<file path="src/design/dnsr_pkg.sv">
`default_nettype none
package dnsr_pkg;

  localparam int CUR_W = 18;
  localparam int HOP_W = 4;

  localparam logic [2:0] RC_HEADER   = 3'd0;
  localparam logic [2:0] RC_NAME     = 3'd1;
  localparam logic [2:0] RC_QUESTION = 3'd2;
  localparam logic [2:0] RC_RECORD   = 3'd3;
  localparam logic [2:0] RC_IPV4     = 3'd4;
  localparam logic [2:0] RC_REC_END  = 3'd5;
  localparam logic [2:0] RC_FINISHED = 3'd6;
  localparam logic [2:0] RC_ERROR    = 3'd7;

  localparam logic [15:0] ERR_SHORT    = 16'd0;
  localparam logic [15:0] ERR_TXID     = 16'd1;
  localparam logic [15:0] ERR_RCODE    = 16'd2;
  localparam logic [15:0] ERR_FIXED    = 16'd3;
  localparam logic [15:0] ERR_NAME     = 16'd4;
  localparam logic [15:0] ERR_PTR_CUT  = 16'd5;
  localparam logic [15:0] ERR_HOPS     = 16'd6;
  localparam logic [15:0] ERR_PTR_PAST = 16'd7;
  localparam logic [15:0] ERR_PTR_HDR  = 16'd8;
  localparam logic [15:0] ERR_RDATA    = 16'd9;
  localparam logic [15:0] ERR_A_LEN    = 16'd10;
  localparam logic [15:0] ERR_COUNT    = 16'd11;

  localparam logic [15:0] TYPE_A     = 16'd1;
  localparam logic [15:0] TYPE_NS    = 16'd2;
  localparam logic [15:0] TYPE_CNAME = 16'd5;
  localparam logic [15:0] TYPE_PTR   = 16'd12;

  localparam logic [1:0] SEC_QUESTION   = 2'd0;
  localparam logic [1:0] SEC_ANSWER     = 2'd1;
  localparam logic [1:0] SEC_ADDITIONAL = 2'd3;

  localparam logic [CUR_W-1:0] HDR_LEN = CUR_W'(12);
  localparam logic [7:0]       DOT     = 8'h2E;
  localparam logic [1:0]       PTR_TAG = 2'b11;
  localparam logic [3:0]       RCODE_MASK = 4'hF;

  typedef enum logic [2:0] {
    PH_LOAD, PH_HEAD, PH_NEXT, PH_QNAME, PH_RNAME, PH_RDNAME, PH_REND, PH_STOP
  } phase_t;

  typedef enum logic [4:0] {
    S_IDLE, S_RD_ISSUE, S_RD_CAP, S_HDR0, S_HDR1, S_HDR2, S_NEXT, S_SECCNT,
    S_WALK, S_WALK_CH, S_WALK_B, S_WALK_PTR, S_NAME_END, S_REC0, S_REC1,
    S_REC2, S_QINFO, S_IPV4, S_REND
  } state_t;

  typedef struct packed {
    logic       load;
    logic [7:0] data;
    logic       last;
  } cmd_t;

  typedef struct packed {
    logic [2:0]  code;
    logic [1:0]  section;
    logic        in_rdata;
    logic [7:0]  name_char;
    logic [15:0] word_a;
    logic [15:0] word_b;
    logic [15:0] word_c;
    logic [15:0] answer_count;
    logic [15:0] authority_count;
    logic [15:0] additional_count;
    logic [31:0] time_to_live;
    logic [31:0] ipv4_address;
  } result_t;

  function automatic result_t make_err(input logic [1:0] sec, input logic [15:0] num,
                                       input logic [15:0] b, input logic [15:0] cnt);
    result_t r;
    r = '0;
    r.code = RC_ERROR;
    r.section = sec;
    r.word_a = num;
    r.word_b = b;
    if (num == ERR_COUNT) r.additional_count = cnt;
    return r;
  endfunction

  function automatic result_t make_char(input logic [1:0] sec, input logic rdata,
                                        input logic [7:0] ch);
    result_t r;
    r = '0;
    r.code = RC_NAME;
    r.section = sec;
    r.in_rdata = rdata;
    r.name_char = ch;
    return r;
  endfunction

endpackage
`default_nettype wire

</file>
<file path="src/design/dnsr_front.sv">
`default_nettype none
module dnsr_front
  import dnsr_pkg::*;
(
  input  wire logic clk,
  input  wire logic rst_n,
  input  wire logic start,
  input  wire logic kind,
  input  wire logic [7:0] data_byte,
  input  wire logic last_byte,
  output logic      busy,
  output logic      q_valid,
  output cmd_t      q_cmd,
  input  wire logic q_pop
);

  cmd_t       q_r [2];
  logic       wp_r, wp_nxt, rp_r, rp_nxt;
  logic [1:0] cnt_r, cnt_nxt;
  logic       push;

  assign busy    = (cnt_r == 2'd2);
  assign push    = start && !busy;
  assign q_valid = (cnt_r != 2'd0);
  assign q_cmd   = q_r[rp_r];

  always_comb begin
    wp_nxt  = push ? ~wp_r : wp_r;
    rp_nxt  = q_pop ? ~rp_r : rp_r;
    cnt_nxt = cnt_r + 2'(push) - 2'(q_pop);
  end

  always_ff @(posedge clk) begin
    if (!rst_n) begin
      wp_r  <= 1'b0;
      rp_r  <= 1'b0;
      cnt_r <= 2'd0;
    end else begin
      wp_r  <= wp_nxt;
      rp_r  <= rp_nxt;
      cnt_r <= cnt_nxt;
    end
  end

  // classify the transaction on entry
  always_ff @(posedge clk) begin
    if (push) begin
      q_r[wp_r].load <= !kind;
      q_r[wp_r].data <= data_byte;
      q_r[wp_r].last <= last_byte;
    end
  end

endmodule
`default_nettype wire

</file>
<file path="config.mk">
export PLATFORM = sky130hd
export DESIGN_NAME = dnsr_front
export DESIGN_NICKNAME = d
export VERILOG_FILES = /design/src/design/dnsr_pkg.sv /design/src/design/dnsr_front.sv
export SDC_FILE = /design/constraint.sdc
export NUM_CORES = 1
export LEC_CHECK = 0
export BUFFER_PORTS_ARGS = -buffer_cell sky130_fd_sc_hd__buf_4
export CAP_MARGIN = 10
export CELL_PAD_IN_SITES_DETAIL_PLACEMENT = 2
export CELL_PAD_IN_SITES_GLOBAL_PLACEMENT = 2
export CORE_MARGIN = 3
export CORE_UTILIZATION = 31
export DETAILED_ROUTE_END_ITERATION = 8
export GPL_TIMING_DRIVEN = 0
export PLACE_DENSITY_LB_ADDON = 0.1
export SLEW_MARGIN = 20
export SYNTH_ARGS = -nofsm -noshare
export SYNTH_HDL_FRONTEND = slang
export SYNTH_SLANG_ARGS = --single-unit
</file>
<file path="constraint.sdc">
create_clock -name clk -period 1.5 [get_ports clk]
set_input_delay 0.15 -clock clk [delete_from_list [all_inputs] [get_ports clk]]
set_output_delay 0.15 -clock clk [all_outputs]
set_load 0.005 [all_outputs]
</file>
==> flow_summary.ini, run 1 <==
[yosys]
yosysTopAreaCell = edfxtp_1
synth_top_area_frac = 0.632
ys_seq_area_frac = 0.737
ys_types = 15
syn_inst = 57
yosys_register_bits = 25
synth_area_um2 = 951
synth_top_cells_by_area = edfxtp_1 (63%), mux2_2 (12%), dfxtp_1 (11%), ha_1 (2.6%), xnor2_1 (1.8%)
syn-mean-instance-area_um2 = 16.7
synth_nets = 73
synth_warnings = 0

[cells_and_area]
layout_common_cells = buf_4 (26), edfxtp_1 (20), dlygate4sd3_1 (9), mux2_2 (5), mux2_4 (5)
finalNonFillerCells = 128
layout.nets = 114
fillers = 270
drive_gt1_frac = 0.526
final_common_cell = buf_4
n_antenna_cell = 0
area_growth_pct = 44.3

[die]
dieHeight_um = 61.4
start_util = 0.336
io_pins = 26
die_area_um2 = 3770
die_w_um = 61.4
rows = 19
core_area_um2 = 2830

[power]
leakage_nw = 0.567
seqPwrFrac = 0.542
clockPowerShare = 0.171
power_mw = 1.73
ir_drop_mv = 0.557
swShare = 0.259
internal_power_mw = 1.28
comb_power_share = 0.287
p_per_area_nw_per_um2 = 1260
switchingPower_mw = 0.448

[sta]
skew_ns = 0.00306
period_share = 1.00
worstMarginPinSlew_ns = 0.558
layout_min_cycle_time_ns = 1.50
finalMaxSlewViolations = 0
max_freq_mhz = 667
rsz0062_at_grt = true
hold_viol = 0
setup_viol = 0
relSlewSlack = 0.628
timing.hold.ws_ns = 0.0737
setup_ws_ns = 0.000733

[setup_path]
path_cells = nand2b_4 -> nand2_4 -> ha_4 -> inv_1 -> ha_2 -> xor2_1 -> xnor2_1 -> nor2_1
crit_slowest_cell = dfxtp_2
timing_worst_setup_path_type = flop to flop
cp_max_fo = 3
startpoint_type = flop
critPathBufInv = 1
crit_family = adder cells
max_stage_delay_ns = 0.36
end_kind = flop
crit_required_ns = 1.72
critPathArrivalTime_ns = 1.72

[outcome]
outcome = finished, final reports clean

[grt]
track_usage = 0.110
grt_antenna_before_repair = 0
grt_pass1_vias = 601
grt_max_degree = 14
grt_pass1_wl_um = 2810
grt_remaining_overflow = 0

[clock_network]
cts.path.max_buffers = 2
cts.htree.levels = 1
clk_pin_slew_ns = 0.13
cts-root-buf = clkbuf_4
numCtsBuffers = 3
cts_tree = yes
clk_latency_ns = 0.31
cts.sinks = 25

[place]
io_buffers = 25
dp_slack_ns = -0.215
place_inst = 113
place.gp.congestion = 0.638
hpwl_um = 1300

[detailed_routing]
drt-wirelength-per-cell_um = 15.7
wl_um = 2010
detail_route.iter0.violations = 10
antenna_left = 0
drcViolationCount = 0
vias = 574
first_pass_iters = 5
routed_via_density = 4.48

[worst_hold_path]
holdCritPathClass = input port to flop

[run]
max_cap_violations = 0
worst register-to-register path: cells and delay by family (launching register included):
family	cells	cell delay, ns
xor gates and xnor gates	2	0.33
adders and majority gates	2	0.43
buffers and inverters	1	0.03
DFF	1	0.36
and+or+nand+nor	3	0.25
power by group through the flow:
stage,logic (mW),registers [mW],clock network [mW]
after CTS,0.457,0.930,0.313
after global placement,0.397,0.924,0
final,0.496,0.937,0.295
after detailed placement,0.408,0.933,0
after global routing,0.552,0.953,0.355
after floorplan,0.219,0.917,0
layout make-up:
type / count / area (um^2) / share of cell area
Timing Repair Buffer: 36 / 297 / 0.216
Clock buffer: 4 / 26.3 / 0.0191
Buffer: 1 / 11.3 / 0.00820
Multi-Input combinational cell: 27 / 280 / 0.204
Inverter: 4 / 15.0 / 0.0109
Tap cell: 31 / 38.8 / 0.0283
Sequential cell: 25 / 704 / 0.513
per-layer routing:
metal / GRT usage / part of all wire / wire, um
met1: 0.144 / 0.41 / 828
met2: 0.169 / 0.53 / 1080
met3: 0.0273 / 0.046 / 93
met4: 0.0545 / 0.0075 / 15
met5: 0 / 0 / 0
flip-flops by register name (all words and copies together), names as in the netlist, named ones only:
signal and count:
cnt_r 2, q_r 20, rp_r 1, wp_r 1
logic make-up after synthesis:
kind of cell | Yosys count | share of synthesized area
xor+xnor | 3 | 0.0276
fa+ha+maj | 2 | 0.0263
buf+inv | 5 | 0.0237
flops | 25 | 0.737
mux | 11 | 0.129
simple gates | 11 | 0.0566
path summary, 6_finish.rpt:
check	from	depth (start not counted)	end	slack [ns]
worst max-delay path	cnt_r[0]$_SDFF_PN0_	8	cnt_r[1]$_SDFF_PN0_	0.0007
worst min-delay path	rst_n	2	cnt_r[0]$_SDFF_PN0_	0.07
worst max register to register	cnt_r[0]$_SDFF_PN0_	8	cnt_r[1]$_SDFF_PN0_	0.0007
worst min register to register	rp_r$_SDFFE_PN0P_	2	flop	0.53
synthesized netlist by cell type, drive strengths merged:
cell,number
or2,1
buf,1
ha,2
and2,1
xnor2,2
nor2,4
and3,1
edfxtp,20
xor2,1
nand2,2
nand2b,2
inv,4
mux2,10
mux2i,1
dfxtp,5
what timing repair did:
action,CTS,global route
buffers inserted,1,0
pin swaps,1,1
setup endpoints to repair,12,21
cloned,0,1
gates resized for setup,8,11
endpoints found under the hold margin,0,18
hold buffers,0,9
per-stage QoR:
step | TNS, ns | utilization | instance area [um^2]
finish | 0 | 0.485 | 1370
global route | -0.118 | 0.485 | 1370
global placement | -1.78 | 0.416 | 1180
floorplan | 0 | - | 951
detailed placement | -2.25 | 0.416 | 1180
CTS | 0 | 0.441 | 1250
Power figures use the tool's default switching activity.
==> run 2: changes to the inputs <==
Settings changed: PLACE_DENSITY_LB_ADDON 0.1 to 0.2, REMOVE_ABC_BUFFERS from default to 1.
==> flow_summary.ini, run 2 (same netlist as run 1, synthesis figures left out) <==
[sta]
relSlewSlack = 0.636
worstMarginPinSlew_ns = 0.545
skew_ns = 0.00217
rsz0062_at_grt = true
layout_min_cycle_time_ns = 1.45
fin_tns_setup_ns = 0
max_freq_mhz = 688
hold_viol = 0
setup_viol = 0
period_share = 0.970
finalMaxSlewViolations = 0

[setup_path]
critPathCapture = cnt_r[1]$_SDFF_PN0_
reg2reg_from = cnt_r[0]$_SDFF_PN0_
end_kind = flop
timing_worst_setup_path_type = flop to flop
crit_required_ns = 1.71
ff2ff_path_depth = 8
reg2reg_to = cnt_r[1]$_SDFF_PN0_
ff2ff_setup_slack_ns = 0.05
startpoint_type = flop
cp_max_fo = 3
critPathArrivalTime_ns = 1.67
cp-startpoint = cnt_r[0]$_SDFF_PN0_

[detailed_routing]
drt-wirelength-per-cell_um = 14.5
vias = 552
detail_route.iter0.violations = 9
first_pass_iters = 3
wl_um = 1780
routed_via_density = 4.49
drcViolationCount = 0
antenna_left = 0

[clock_network]
cts-root-buf = clkbuf_4
cts_tree = yes
clk_pin_slew_ns = 0.12
numCtsBuffers = 3
clk_latency_ns = 0.31
cts.htree.levels = 1
cts.path.max_buffers = 2
cts.sinks = 25

[run]
max_cap_violations = 0

[cells_and_area]
final_common_cell = buf_4
drive_gt1_frac = 0.543
layout.nets = 109
n_antenna_cell = 0
largest-register = q_r
area_growth_pct = 37.9
fin_util = 0.464
layout_common_cells = buf_4 (26), edfxtp_1 (20), mux2_2 (10), dlygate4sd3_1 (6), inv_1 (4)
largest_reg_flops = 20
reg_top3 = q_r (20), cnt_r (2)
stdcell_area_um2 = 1310

[grt]
grt_pass1_vias = 570
track_usage = 0.107
grt_max_degree = 14
grt_antenna_before_repair = 0
grt_pass1_wl_um = 2780
grt_remaining_overflow = 0

[outcome]
outcome = finished, final reports clean

[place]
place.gp.congestion = 0.644
io_buffers = 25
place_area_um2 = 1170
hpwl_um = 1290

[power]
ir_drop_mv = 0.653
leakage_nw = 0.524
p_per_area_nw_per_um2 = 1290

[worst_hold_path]
worstHoldPathCells = 1
holdCritPathClass = input port to flop

[die]
start_util = 0.336
core_area_um2 = 2830
dieHeight_um = 61.4
io_pins = 26
die_w_um = 61.4
rows = 19
die_area_um2 = 3770
run 2: power breakdown:
part / internal (mW) / total [mW] / switching (mW)
clock network: 0.104 / 0.285 / 0.181
registers: 0.879 / 0.943 / 0.0632
logic: 0.272 / 0.460 / 0.188
total: 1.25 / 1.69 / 0.432
run 2: repair_timing:
action,CTS,global route
resized for setup,9,3
hold buffers,0,6
endpoints found under the hold margin,0,12
setup buffers,1,0
setup endpoints to repair,22,21
pin swaps,1,2
run 2: cell type report:
type / count / area, um^2
multi-input cells: 27 / 269
repair buffers: 32 / 255
fillers: 273 / 1520
clock buffers: 4 / 26.3
inverters: 4 / 15.0
well taps: 31 / 38.8
flip-flops and latches: 25 / 707
run 2: layer usage:
layer,vias up,track usage,share of wire
met5,-,0,0
met3,2,0.0377,0.057
met2,18,0.168,0.49
li1,269,-,-
met4,0,0.0364,0.0095
met1,263,0.137,0.45
run 2: worst min-delay path by stage:
stage,slack (ns),from,end
floorplan,0.25,last_byte,q_r[0][0]$_DFFE_PP_
global placement,0.34,data_byte[1],q_r[0][2]$_DFFE_PP_
detailed placement,0.34,data_byte[1],q_r[0][2]$_DFFE_PP_
CTS,0.009,data_byte[7],q_r[1][8]$_DFFE_PP_
global route,0.003,data_byte[6],q_r[0][7]$_DFFE_PP_
finish,0.02,data_byte[6],q_r[0][7]$_DFFE_PP_
run 2: metrics by stage:
stage	hold WS (ns)	instances	power [mW]	setup slack, ns
after floorplan	0.249	56	1.13	0.0550
after global placement	0.336	112	1.32	-0.182
after detailed placement	0.341	112	1.34	-0.248
after CTS	0.00899	117	1.69	0.000789
after global routing	0.00287	123	1.80	-0.0345
final	0.0239	123	1.69	0.0457
run 2: worst max-delay path, cell delays in order, from the launching register on:
cell,delay [ns]
dfxtp_2,0.36
nand2b_4,0.14
nand2_4,0.07
ha_4,0.26
inv_1,0.03
ha_2,0.18
xor2_2,0.15
xnor2_1,0.13
nor2_1,0.05
==> run 3: changes to the inputs <==
Settings changed: CELL_PAD_IN_SITES_DETAIL_PLACEMENT 2 to 0, CELL_PAD_IN_SITES_GLOBAL_PLACEMENT 2 to 1, CORE_UTILIZATION 31 to 36, REMOVE_ABC_BUFFERS 1 to default, SLEW_MARGIN 20 to 40.
==> flow_summary.ini, run 3 (same netlist as run 1, synthesis figures left out) <==
[sta]
period_share = 0.965
rsz0062_at_grt = true
relSlewSlack = 0.645
max_freq_mhz = 691
layout_min_cycle_time_ns = 1.45
worstMarginPinSlew_ns = 0.532
finalMaxSlewViolations = 0
skew_ns = 0.00501
setup_viol = 0
hold_viol = 0
timing.hold.ws_ns = 0.0174
setup_ws_ns = 0.0524

[grt]
grt_antenna_before_repair = 0
grt_remaining_overflow = 0
grt_pass1_vias = 516
grt_max_degree = 16
grt_pass1_wl_um = 2190
track_usage = 0.0884

[die]
die_area_um2 = 3290
die_w_um = 57.4
io_pins = 26
core_area_um2 = 2360
rows = 17
dieHeight_um = 57.4
start_util = 0.403

[power]
p_per_area_nw_per_um2 = 1260
leakage_nw = 0.550
ir_drop_mv = 0.900

[clock_network]
cts-root-buf = clkbuf_4
clk_pin_slew_ns = 0.14
cts.htree.levels = 1
cts.path.max_buffers = 2
clk_latency_ns = 0.31
cts_tree = yes
numCtsBuffers = 3
cts.sinks = 25

[place]
hpwl_um = 996
dp_slack_ns = -0.0598
io_buffers = 25
place.gp.congestion = 0.683

[setup_path]
ff2ff_path_depth = 8
critPathBufInv = 1
reg2reg_to = cnt_r[1]$_SDFF_PN0_
end_kind = flop
cp_max_fo = 3
crit_family = adder cells
timing_worst_setup_path_type = flop to flop
ff2ff_setup_slack_ns = 0.05
crit_slowest_cell = dfxtp_2
critPathArrivalTime_ns = 1.67
crit_required_ns = 1.72
max_stage_delay_ns = 0.36
path_cells = nand2b_4 -> nand2_4 -> ha_4 -> inv_2 -> ha_2 -> xor2_2 -> xnor2_1 -> nor2_1
reg2reg_from = cnt_r[0]$_SDFF_PN0_
startpoint_type = flop

[cells_and_area]
drive_gt1_frac = 0.561
layout.nets = 115
final_common_cell = buf_4
layout_common_cells = buf_4 (29), edfxtp_1 (20), mux2_2 (10), dlygate4sd3_1 (8)
largest_reg_flops = 20
fillers = 189
reg_top3 = q_r (20), cnt_r (2)
largest-register = q_r
area_growth_pct = 43.2
n_antenna_cell = 0

[outcome]
outcome = finished, final reports clean

[detailed_routing]
antenna_left = 0
routed_via_density = 4.53
drt-wirelength-per-cell_um = 11.8
vias = 571
first_pass_iters = 3
drcViolationCount = 0
detail_route.iter0.violations = 12
wl_um = 1490

[worst_hold_path]
worst_hold_path.endpoint = q_r[0][5]$_DFFE_PP_
hp-start = data_byte[4]
holdCritPathClass = input port to flop
worstHoldPathCells = 1

[run]
max_cap_violations = 0
## run 3: per-layer routing
metal / vias up / GRT usage / wire length, um
met3: 0 / 0.0271 / 91
met4: 0 / 0.0298 / 0
met1: 269 / 0.112 / 673
met2: 17 / 0.144 / 726
met5: - / 0 / 0
li1: 285 / - / -
## run 3: report_power, final
group	total [mW]	switching [mW]	internal [mW]
clock	0.296	0.195	0.102
sequential	0.928	0.0492	0.879
combinational	0.496	0.192	0.303
## run 3: through the flow
step / std cells / setup TNS [ns] / cell area [um^2] / power [mW] / util
after CTS: 114 / 0 / 1220 / 1.65 / 0.516
final: 126 / 0 / 1360 / 1.72 / 0.577
after global placement: 110 / -1.74 / 1170 / 1.32 / 0.497
after global routing: 126 / -0.0266 / 1360 / 1.83 / 0.577
after floorplan: 57 / 0 / 951 / 1.14 / -
after detailed placement: 110 / -0.0598 / 1180 / 1.33 / 0.498
## run 3: repair_timing
item                                    4_1_cts  5_1_grt
gates cloned                                  0        1
setup buffers                                 0        3
resized for setup                             3       10
hold buffers                                  0        8
endpoints found under the hold margin         0       15
endpoints found under the setup margin        1       11
pin swaps                                     0        4
## run 3: final cells by class
class | count | area [um^2] | share of cell area
clock buffer | 3 | 22.5 | 0.0165
tap | 28 | 35.0 | 0.0257
inverter | 4 | 15.0 | 0.0110
timing repair buffer | 37 | 298 | 0.219
sequential | 25 | 704 | 0.517
multi-input combinational | 27 | 268 | 0.197
buffer | 1 | 11.3 | 0.00827
clock inverter | 1 | 7.51 | 0.00551
## run 3: worst max path at each step
stage	start	to	slack, ns	cells past startpoint
detailed placement	cnt_r[0]$_SDFF_PN0_	cnt_r[1]$_SDFF_PN0_	-0.06	8
floorplan	cnt_r[0]$_SDFF_PN0_	cnt_r[1]$_SDFF_PN0_	0.05	8
finish	cnt_r[0]$_SDFF_PN0_	cnt_r[1]$_SDFF_PN0_	0.05	8
CTS	cnt_r[1]$_SDFF_PN0_	cnt_r[1]$_SDFF_PN0_	0.006	8
global route	cnt_r[0]$_SDFF_PN0_	cnt_r[1]$_SDFF_PN0_	-0.03	8
global placement	cnt_r[0]$_SDFF_PN0_	q_r[0][8]$_DFFE_PP_	-0.17	3
